**config.mk**
```make
export PLATFORM = sky130hd
export DESIGN_NAME = postfix_expression_evaluator
export DESIGN_NICKNAME = d
export VERILOG_FILES = /design/src/sv/rpn_pkg.sv /design/src/sv/rpn_stack.sv /design/src/sv/rpn_alu.sv /design/src/sv/postfix_expression_evaluator.sv
export SDC_FILE = /design/constraint.sdc
export NUM_CORES = 2
export LEC_CHECK = 0
export ABC_AREA = 1
export BUFFER_PORTS_ARGS = -buffer_cell sky130_fd_sc_hd__buf_2
export CORE_MARGIN = 4
export CORE_UTILIZATION = 45
export DETAILED_ROUTE_END_ITERATION = 10
export PLACE_DENSITY = 0.7
export RECOVER_POWER = 25
export SYNTH_ARGS = -nofsm -noshare
export SYNTH_HDL_FRONTEND = slang
export SYNTH_SLANG_ARGS = --single-unit
```
**constraint.sdc**
```tcl
create_clock -name clk_i -period 22 [get_ports clk_i]
set_input_delay 4.4 -clock clk_i [delete_from_list [all_inputs] [get_ports clk_i]]
set_output_delay 4.4 -clock clk_i [all_outputs]
set_load 0.01 [all_outputs]
```
**src/sv/rpn_pkg.sv**
```systemverilog
// Shared types, constants and helpers of the postfix expression evaluator.
package rpn_pkg;

  localparam int STACK_DEPTH = 16;
  localparam int SP_W        = $clog2(STACK_DEPTH);
  localparam int CNT_W       = $clog2(STACK_DEPTH + 1);
  localparam int Q_W         = 32;
  localparam int FRAC_W      = 16;
  localparam int DIV_W       = Q_W + FRAC_W;
  localparam int SAT_W       = DIV_W + 1;
  localparam int STEP_W      = $clog2(DIV_W);

  typedef enum logic [2:0] {
    OP_NUM = 3'd0,
    OP_ADD = 3'd1,
    OP_SUB = 3'd2,
    OP_MUL = 3'd3,
    OP_DIV = 3'd4,
    OP_END = 3'd5
  } tok_op_e;

  typedef enum logic [2:0] {
    ST_OK       = 3'd0,
    ST_FINAL    = 3'd1,
    ST_FEW      = 3'd2,
    ST_DIVZERO  = 3'd3,
    ST_OVERFLOW = 3'd4,
    ST_BADEND   = 3'd5
  } status_e;

  typedef enum logic [1:0] {
    ALU_ADD,
    ALU_SUB,
    ALU_MUL,
    ALU_DIV
  } alu_op_e;

  typedef enum logic [2:0] {
    CS_IDLE,
    CS_DECODE,
    CS_LOAD,
    CS_EXEC,
    CS_RESP
  } ctl_state_e;

  typedef enum logic [1:0] {
    AS_IDLE,
    AS_MUL,
    AS_DIV,
    AS_FIN
  } alu_state_e;

  typedef struct packed {
    logic [2:0]            op;
    logic signed [Q_W-1:0] value;
  } rpn_in_t;

  typedef struct packed {
    logic [2:0]            status;
    logic signed [Q_W-1:0] result_value;
  } rpn_out_t;

  typedef struct packed {
    logic            wr_en;
    logic [SP_W-1:0] wr_addr;
    logic [Q_W-1:0]  wr_data;
    logic            rd_en;
    logic [SP_W-1:0] rd_addr;
  } stack_req_t;

  typedef struct packed {
    logic                  start;
    alu_op_e               op;
    logic signed [Q_W-1:0] a;
    logic signed [Q_W-1:0] b;
  } alu_req_t;

  // Clamps a wide signed value to the Q16.16 range.
  function automatic logic signed [Q_W-1:0] sat_q(input logic signed [SAT_W-1:0] v);
    logic signed [SAT_W-1:0] hi;
    logic signed [SAT_W-1:0] lo;
    hi = {{(SAT_W - Q_W + 1){1'b0}}, {(Q_W - 1){1'b1}}};
    lo = {{(SAT_W - Q_W + 1){1'b1}}, {(Q_W - 1){1'b0}}};
    if (v > hi) begin
      return {1'b0, {(Q_W - 1){1'b1}}};
    end else if (v < lo) begin
      return {1'b1, {(Q_W - 1){1'b0}}};
    end else begin
      return v[Q_W-1:0];
    end
  endfunction

endpackage

```
**src/sv/rpn_stack.sv**
```systemverilog
// Operand stack memory with one write port and one registered read port.
module rpn_stack (
  input  logic                       clk_i,
  input  rpn_pkg::stack_req_t        req_i,
  output logic [rpn_pkg::Q_W-1:0]    rd_data_o
);

  logic [rpn_pkg::Q_W-1:0] mem_q [rpn_pkg::STACK_DEPTH];
  logic [rpn_pkg::Q_W-1:0] rd_data_q;

  always_ff @(posedge clk_i) begin
    if (req_i.wr_en) begin
      mem_q[req_i.wr_addr] <= req_i.wr_data;
    end
    if (req_i.rd_en) begin
      rd_data_q <= mem_q[req_i.rd_addr];
    end
  end

  assign rd_data_o = rd_data_q;

endmodule

```
**src/sv/rpn_alu.sv**
```systemverilog
// Shared arithmetic unit: saturating add and subtract, multiply, and bit-serial divide.
module rpn_alu (
  input  logic                           clk_i,
  input  logic                           rst_ni,
  input  rpn_pkg::alu_req_t              req_i,
  output logic                           done_o,
  output logic signed [rpn_pkg::Q_W-1:0] result_o
);

  rpn_pkg::alu_state_e state_q, state_d;

  logic signed [2*rpn_pkg::Q_W-1:0] prod_q, prod_d;
  logic [rpn_pkg::Q_W-1:0]          rem_q, rem_d;
  logic [rpn_pkg::DIV_W-1:0]        dvd_q, dvd_d;
  logic [rpn_pkg::Q_W-1:0]          dvs_q, dvs_d;
  logic                             neg_q, neg_d;
  logic [rpn_pkg::STEP_W-1:0]       step_q, step_d;
  logic signed [rpn_pkg::Q_W-1:0]   res_q, res_d;
  logic                             done_q, done_d;

  logic [rpn_pkg::Q_W-1:0]          a_mag;
  logic [rpn_pkg::Q_W-1:0]          b_mag;
  logic [rpn_pkg::Q_W:0]            trial;
  logic [rpn_pkg::Q_W:0]            diff;
  logic signed [rpn_pkg::SAT_W-1:0] quo;

  assign a_mag = req_i.a[rpn_pkg::Q_W-1] ? (~req_i.a + 1'b1) : req_i.a;
  assign b_mag = req_i.b[rpn_pkg::Q_W-1] ? (~req_i.b + 1'b1) : req_i.b;
  assign trial = {rem_q, dvd_q[rpn_pkg::DIV_W-1]};
  assign diff  = trial - {1'b0, dvs_q};
  assign quo   = {1'b0, dvd_q};

  always_comb begin
    state_d = state_q;
    unique case (state_q)
      rpn_pkg::AS_IDLE: begin
        if (req_i.start) begin
          if (req_i.op == rpn_pkg::ALU_MUL) begin
            state_d = rpn_pkg::AS_MUL;
          end else if (req_i.op == rpn_pkg::ALU_DIV) begin
            state_d = rpn_pkg::AS_DIV;
          end
        end
      end
      rpn_pkg::AS_MUL: state_d = rpn_pkg::AS_IDLE;
      rpn_pkg::AS_DIV: begin
        if (step_q == rpn_pkg::STEP_W'(rpn_pkg::DIV_W - 1)) begin
          state_d = rpn_pkg::AS_FIN;
        end
      end
      rpn_pkg::AS_FIN: state_d = rpn_pkg::AS_IDLE;
      default: state_d = rpn_pkg::AS_IDLE;
    endcase
  end

  always_comb begin
    prod_d = prod_q;
    rem_d  = rem_q;
    dvd_d  = dvd_q;
    dvs_d  = dvs_q;
    neg_d  = neg_q;
    step_d = step_q;
    res_d  = res_q;
    done_d = 1'b0;
    unique case (state_q)
      rpn_pkg::AS_IDLE: begin
        if (req_i.start) begin
          unique case (req_i.op)
            rpn_pkg::ALU_ADD: begin
              res_d  = rpn_pkg::sat_q(rpn_pkg::SAT_W'(req_i.a) + rpn_pkg::SAT_W'(req_i.b));
              done_d = 1'b1;
            end
            rpn_pkg::ALU_SUB: begin
              res_d  = rpn_pkg::sat_q(rpn_pkg::SAT_W'(req_i.a) - rpn_pkg::SAT_W'(req_i.b));
              done_d = 1'b1;
            end
            rpn_pkg::ALU_MUL: begin
              prod_d = req_i.a * req_i.b;
            end
            rpn_pkg::ALU_DIV: begin
              rem_d  = '0;
              dvd_d  = {a_mag, {rpn_pkg::FRAC_W{1'b0}}};
              dvs_d  = b_mag;
              neg_d  = req_i.a[rpn_pkg::Q_W-1] ^ req_i.b[rpn_pkg::Q_W-1];
              step_d = '0;
            end
            default: ;
          endcase
        end
      end
      rpn_pkg::AS_MUL: begin
        res_d  = rpn_pkg::sat_q(rpn_pkg::SAT_W'(prod_q >>> rpn_pkg::FRAC_W));
        done_d = 1'b1;
      end
      rpn_pkg::AS_DIV: begin
        if (!diff[rpn_pkg::Q_W]) begin
          rem_d = diff[rpn_pkg::Q_W-1:0];
          dvd_d = {dvd_q[rpn_pkg::DIV_W-2:0], 1'b1};
        end else begin
          rem_d = trial[rpn_pkg::Q_W-1:0];
          dvd_d = {dvd_q[rpn_pkg::DIV_W-2:0], 1'b0};
        end
        step_d = step_q + 1'b1;
      end
      rpn_pkg::AS_FIN: begin
        res_d  = rpn_pkg::sat_q(neg_q ? -quo : quo);
        done_d = 1'b1;
      end
      default: ;
    endcase
  end

  always_ff @(posedge clk_i or negedge rst_ni) begin
    if (!rst_ni) begin
      state_q <= rpn_pkg::AS_IDLE;
      done_q  <= 1'b0;
    end else begin
      state_q <= state_d;
      done_q  <= done_d;
    end
  end

  always_ff @(posedge clk_i) begin
    prod_q <= prod_d;
    rem_q  <= rem_d;
    dvd_q  <= dvd_d;
    dvs_q  <= dvs_d;
    neg_q  <= neg_d;
    step_q <= step_d;
    res_q  <= res_d;
  end

  assign done_o   = done_q;
  assign result_o = res_q;

endmodule

```
**src/sv/postfix_expression_evaluator.sv**
```systemverilog
// Top level of the postfix expression evaluator: token sequencer, stack and shared unit.
//
//   channel | direction | handshake              | beat
//   in      | input     | in_valid_i, in_stall_o   | rpn_in_t  (op, value)
//   out     | output    | out_valid_o, out_stall_i | rpn_out_t (status, result_value)
//
// A number, end, error or unknown token goes from decode straight to the response state;
// add, subtract, multiply and divide that pass their checks go through decode, load and
// execute first. Divide runs the 48-step restoring divider that produces one quotient bit
// per cycle. Each result is loaded into the output register from the response state.
// One token is in flight at a time; the input stalls until its result is in the output register.
// Reset empties the stack at once; the stack memory itself is not cleared.
// A stalled output holds its beat, and the next result waits behind it.
module postfix_expression_evaluator (
  input  logic              clk_i,
  input  logic              rst_ni,
  input  logic              in_valid_i,
  output logic              in_stall_o,
  input  rpn_pkg::rpn_in_t  in_data_i,
  output logic              out_valid_o,
  input  logic              out_stall_i,
  output rpn_pkg::rpn_out_t out_data_o
);

  rpn_pkg::ctl_state_e state_q, state_d;

  rpn_pkg::rpn_in_t               tok_q, tok_d;
  logic [rpn_pkg::CNT_W-1:0]      cnt_q, cnt_d;
  logic signed [rpn_pkg::Q_W-1:0] tos_q, tos_d;
  rpn_pkg::rpn_out_t              rsp_q, rsp_d;
  rpn_pkg::rpn_out_t              out_q, out_d;
  logic                           out_valid_q, out_valid_d;

  rpn_pkg::stack_req_t            stk_req;
  logic [rpn_pkg::Q_W-1:0]        stk_rd_data;
  rpn_pkg::alu_req_t              alu_req;
  logic                           alu_done;
  logic signed [rpn_pkg::Q_W-1:0] alu_result;
  logic [rpn_pkg::SP_W-1:0]       below_idx;
  logic                           out_free;
  logic                           bin_ok;

  assign below_idx = rpn_pkg::SP_W'(cnt_q - rpn_pkg::CNT_W'(2));
  assign out_free  = !out_valid_q || !out_stall_i;
  assign bin_ok    = (cnt_q >= rpn_pkg::CNT_W'(2))
                     && !((tok_q.op == rpn_pkg::OP_DIV) && (tos_q == '0));

  rpn_stack u_stack (
    .clk_i     (clk_i),
    .req_i     (stk_req),
    .rd_data_o (stk_rd_data)
  );

  rpn_alu u_alu (
    .clk_i    (clk_i),
    .rst_ni   (rst_ni),
    .req_i    (alu_req),
    .done_o   (alu_done),
    .result_o (alu_result)
  );

  always_comb begin
    state_d = state_q;
    unique case (state_q)
      rpn_pkg::CS_IDLE: begin
        if (in_valid_i) begin
          state_d = rpn_pkg::CS_DECODE;
        end
      end
      rpn_pkg::CS_DECODE: begin
        unique case (tok_q.op) inside
          rpn_pkg::OP_ADD, rpn_pkg::OP_SUB, rpn_pkg::OP_MUL, rpn_pkg::OP_DIV: begin
            state_d = bin_ok ? rpn_pkg::CS_LOAD : rpn_pkg::CS_RESP;
          end
          default: state_d = rpn_pkg::CS_RESP;
        endcase
      end
      rpn_pkg::CS_LOAD: state_d = rpn_pkg::CS_EXEC;
      rpn_pkg::CS_EXEC: begin
        if (alu_done) begin
          state_d = rpn_pkg::CS_RESP;
        end
      end
      rpn_pkg::CS_RESP: begin
        if (out_free) begin
          state_d = rpn_pkg::CS_IDLE;
        end
      end
      default: state_d = rpn_pkg::CS_IDLE;
    endcase
  end

  always_comb begin
    tok_d       = tok_q;
    cnt_d       = cnt_q;
    tos_d       = tos_q;
    rsp_d       = rsp_q;
    out_d       = out_q;
    out_valid_d = out_valid_q && out_stall_i;
    stk_req     = '0;
    alu_req.start = 1'b0;
    alu_req.a     = stk_rd_data;
    alu_req.b     = tos_q;
    unique case (tok_q.op) inside
      rpn_pkg::OP_SUB: alu_req.op = rpn_pkg::ALU_SUB;
      rpn_pkg::OP_MUL: alu_req.op = rpn_pkg::ALU_MUL;
      rpn_pkg::OP_DIV: alu_req.op = rpn_pkg::ALU_DIV;
      default:         alu_req.op = rpn_pkg::ALU_ADD;
    endcase
    unique case (state_q)
      rpn_pkg::CS_IDLE: begin
        if (in_valid_i) begin
          tok_d = in_data_i;
        end
      end
      rpn_pkg::CS_DECODE: begin
        unique case (tok_q.op) inside
          rpn_pkg::OP_NUM: begin
            if (cnt_q >= rpn_pkg::CNT_W'(rpn_pkg::STACK_DEPTH)) begin
              cnt_d = '0;
              rsp_d = '{status: rpn_pkg::ST_OVERFLOW, result_value: '0};
            end else begin
              stk_req.wr_en   = 1'b1;
              stk_req.wr_addr = cnt_q[rpn_pkg::SP_W-1:0];
              stk_req.wr_data = tok_q.value;
              tos_d = tok_q.value;
              cnt_d = cnt_q + 1'b1;
              rsp_d = '{status: rpn_pkg::ST_OK, result_value: tok_q.value};
            end
          end
          rpn_pkg::OP_END: begin
            cnt_d = '0;
            if (cnt_q != rpn_pkg::CNT_W'(1)) begin
              rsp_d = '{status: rpn_pkg::ST_BADEND, result_value: '0};
            end else begin
              rsp_d = '{status: rpn_pkg::ST_FINAL, result_value: tos_q};
            end
          end
          rpn_pkg::OP_ADD, rpn_pkg::OP_SUB, rpn_pkg::OP_MUL, rpn_pkg::OP_DIV: begin
            if (cnt_q < rpn_pkg::CNT_W'(2)) begin
              cnt_d = '0;
              rsp_d = '{status: rpn_pkg::ST_FEW, result_value: '0};
            end else if (!bin_ok) begin
              cnt_d = '0;
              rsp_d = '{status: rpn_pkg::ST_DIVZERO, result_value: '0};
            end else begin
              stk_req.rd_en   = 1'b1;
              stk_req.rd_addr = below_idx;
            end
          end
          default: begin
            rsp_d.status       = rpn_pkg::ST_OK;
            rsp_d.result_value = (cnt_q == '0) ? '0 : tos_q;
          end
        endcase
      end
      rpn_pkg::CS_LOAD: begin
        alu_req.start = 1'b1;
      end
      rpn_pkg::CS_EXEC: begin
        if (alu_done) begin
          stk_req.wr_en   = 1'b1;
          stk_req.wr_addr = below_idx;
          stk_req.wr_data = alu_result;
          tos_d = alu_result;
          cnt_d = cnt_q - 1'b1;
          rsp_d = '{status: rpn_pkg::ST_OK, result_value: alu_result};
        end
      end
      rpn_pkg::CS_RESP: begin
        if (out_free) begin
          out_d       = rsp_q;
          out_valid_d = 1'b1;
        end
      end
      default: ;
    endcase
  end

  always_ff @(posedge clk_i or negedge rst_ni) begin
    if (!rst_ni) begin
      state_q     <= rpn_pkg::CS_IDLE;
      cnt_q       <= '0;
      out_valid_q <= 1'b0;
    end else begin
      state_q     <= state_d;
      cnt_q       <= cnt_d;
      out_valid_q <= out_valid_d;
    end
  end

  always_ff @(posedge clk_i) begin
    tok_q <= tok_d;
    tos_q <= tos_d;
    rsp_q <= rsp_d;
    out_q <= out_d;
  end

  assign in_stall_o  = (state_q != rpn_pkg::CS_IDLE);
  assign out_valid_o = out_valid_q;
  assign out_data_o  = out_q;

  // The operand count never passes the stack depth.
  a_cnt_bound: assert property (@(posedge clk_i) disable iff (!rst_ni)
    cnt_q <= rpn_pkg::CNT_W'(rpn_pkg::STACK_DEPTH))
    else $error("operand count exceeds stack depth");

  // The arithmetic unit only finishes while the sequencer waits for it.
  a_alu_done: assert property (@(posedge clk_i) disable iff (!rst_ni)
    alu_done |-> (state_q == rpn_pkg::CS_EXEC))
    else $error("arithmetic result arrived outside the execute state");

  // A new output beat is only loaded from the response state.
  a_out_src: assert property (@(posedge clk_i) disable iff (!rst_ni)
    $rose(out_valid_q) |-> $past(state_q == rpn_pkg::CS_RESP))
    else $error("output beat loaded outside the response state");

  // Every error beat carries a zero value.
  a_err_zero: assert property (@(posedge clk_i) disable iff (!rst_ni)
    (out_valid_q && (out_q.status == rpn_pkg::ST_FEW
                     || out_q.status == rpn_pkg::ST_DIVZERO
                     || out_q.status == rpn_pkg::ST_OVERFLOW
                     || out_q.status == rpn_pkg::ST_BADEND))
    |-> (out_q.result_value == '0))
    else $error("error beat with a nonzero value");

endmodule
```
==> summary.txt <==
Clocking
  • Number of buffers created by CTS: slightly below 100
  • # clock sinks: 892
  • Hold_buf cts: 0
  • CTS tree: built
  • Worst-Skew Late Latency: 790 ps
  • Post-CTS setup repair buffer count: 0
  • Longest Clk Path Bufs: 3
  • CTS Root Buffer Type: clkbuf_16
  • Cts repair resizes: 0
  • Clock-pin slew on the worst setup and hold paths: about 90 ps
  • Htree depth: 3

Placement
  • Post-DP HPWL: slightly above 200000 µm
  • Final Wtd Congestion: a little over 1
  • Pre-CTS setup slack: 12970 ps
  • PortBufs: 75

Die
  • Die height: roughly 440 µm
  • Die Width: roughly 440 µm
  • Rows: roughly 160
  • # IOs: 76
  • Floorplan Core Area: ~180000 µm²
  • Die Footprint: around 190000 µm²
  • Initial Utilization: 0.454

Synthesis
  • Warnings, synthesis: 0
  • EDFF count, synth: 880
  • Syn avg cell area: around 9 µm²
  • Commonest cells post-synth: 2142 x inv_1, 2073 x nand2_1, 1084 x fa_1, 880 x edfxtp_1, 652 x nor2_1
  • Ranking of synthesized cells by area: edfxtp_1 32%, fa_1 26%, inv_1 9.6%
  • Mapped Area: ~84000 µm²
  • Top FF cell, synth: edfxtp_1
  • Top cell type's share of synthesized area: 0.316
  • Synth area leader: edfxtp_1
  • Post-synthesis net count: 10900
  • Instance count of the mapped netlist: ~9400
  • FF+latch count, synth: 892
  • Netlist cell types: 57
  • Fraction of the yosys area taken by sequential cells: 0.320
  • Most frequent cell after synthesis: inv_1
  • Async SR Flop Fraction: 0.0135

Worst setup path
  • CP max stage cell: clkbuf_1
  • Worst Path Max Fanout: 35
  • Critical Path Most Common Cell: fa_1
  • Flop-to-flop setup slack: around 12000 ps
  • Reg2reg end: u_alu.prod_q[59]
  • R2R depth: 27
  • Critical Path Source Type: register
  • CP max stage delay: 1870 ps
  • Crit path depth: 27
  • CP Data Arrival Time: 10570 ps
  • Setup crit start: tos_q[0]
  • Critical path class: register to register
  • CP delay by family, top: adder cells
  • Worst Path Required: 22530 ps
  • Worst r2r src: tos_q[0]
  • Buffers & Inverters on Critical Path: 7
  • CP endpoint kind: register

Hold path
  • Hold path depth: 0
  • Hold crit path type: register to register
  • Hold Crit Start: rsp_q[0]
  • WHS Endpoint: out_data_o[0]

Final layout
  • Nets: 10700
  • P&R area growth vs syn: 7.35%
  • Sequential cell area: about 27000 µm²
  • Share of cells above drive strength 1: 0.0481
  • # fillers: 17200
  • Multi-input gate area: around 47000 µm²

Timing
  • Final setup viols: 0
  • Fin Clk Skew: 74.1 ps
  • Max Slew Vio Count: roughly 490
  • Fmax: ~100 MHz
  • Final setup TNS: 0 ps
  • RSZ-0062 raised after global routing: false
  • Least-Margin Pin Slew: 3740 ps
  • Post-layout min period: 10040 ps
  • Final Hold Vio Count: 0
  • Final period util: 0.457
  • Setup WS post-layout: approximately 12000 ps
  • Slew headroom: -1.49

GRT
  • GRT Resource Usage Total: 0.293
  • Initial antenna violation count: 21
  • First-pass GRT wire length: between 400000 and 500000 µm
  • Largest net degree at the start of global routing: 104
  • Vias in the first global route: 68300
  • Global route overflow: 0

Detailed routing
  • Routed len/inst: approximately 24 µm
  • # DRC: 0
  • DR iter-0 viols: between 6000 and 7000
  • DR vias: between 60000 and 70000
  • DRT antenna net count: 0
  • DRT Wirelength: about 280000 µm
  • Vias per inst: 5.52
  • Pre-antenna DRT Iters: 6

Run
  • Max Cap Viol: 15

Outcome
  • Failing checks: capacitance limit, slew limit
  • Status: finished with violations
-- how the worst max path moves through the flow --
stage                       endpoint  slack [ps]
floorplan           u_alu.prod_q[62]       13940
global placement    u_alu.prod_q[60]       13060
detailed placement  u_alu.prod_q[60]       12970
CTS                 u_alu.prod_q[60]       12970
global route        u_alu.prod_q[59]       11980
finish              u_alu.prod_q[59]       11960
-- registers in the layout (all words and copies together) (netlist names), 32 cells and up --
signal / count
tok_q: 35
rsp_q: 35
u_alu.rem_q: 32
u_alu.dvs_q: 32
out_data_o: 35
tos_q: 32
u_stack.rd_data_o: 32
u_alu.prod_q: 48
u_alu.dvd_q: 48
u_alu.result_o: 32
u_stack.mem_q: 512
-- metal layers --
layer,global-route usage,vias to the layer above,routed length [µm]
li1,-,28900,-
met1,0.368,32300,104000
met2,0.464,3515,128000
met3,0.0748,818,29800
met4,0.159,12,17900
met5,0,-,80
-- cells in the final DEF (no fill, tap or decap), drive strengths merged, types with 93 or more instances in the layout --
cell type / synthesis / routed
nor2: 662 / 662
buf: 136 / 212
nand3: 266 / 266
o21ai: 426 / 426
nand2: 2074 / 2074
clkbuf: 346 / 131
nor3: 131 / 131
inv: 2156 / 2170
fa: 1084 / 1084
o31ai: 93 / 93
o211ai: 205 / 205
a21oi: 251 / 251
ha: 288 / 288
xor2: 168 / 168
edfxtp: 880 / 880
-- cells by family after synthesis --
| kind of cell | after synthesis | share of synthesized area |
|---|---|---|
| simple gates | 3234 | 0.156 |
| buf+inv | 2642 | 0.121 |
| fa+ha+maj | 1372 | 0.303 |
| compound gates | 1092 | 0.0776 |
| flops | 892 | 0.320 |
| xor+xnor | 217 | 0.0227 |
-- stage by stage --
| step | util | hold WS [ps] | instance area, µm² | std cells |
|---|---|---|---|---|
| after CTS | 0.488 | 390 | 89800 | 11800 |
| after floorplan | - | 400 | 83600 | 9449 |
| after global routing | 0.488 | 412 | 89700 | 11800 |
| final | 0.488 | 397 | 89700 | 11900 |
| after global placement | 0.470 | 405 | 86500 | 11700 |
| after detailed placement | 0.470 | 405 | 86500 | 11700 |
-- cell type report --
class	count	share of cell area
well taps	2464	0.0344
clock buffers	113	0.0284
multi-input cells	5915	0.524
diodes	5	0.000139
flip-flops and latches	892	0.298
repair buffers	230	0.0164
clock inverters	72	0.00870
inverters	2160	0.0904
Power is left out: the tool's default activity adds up to more than one toggle a clock period on the data nets, which glitch-free logic cannot reach.
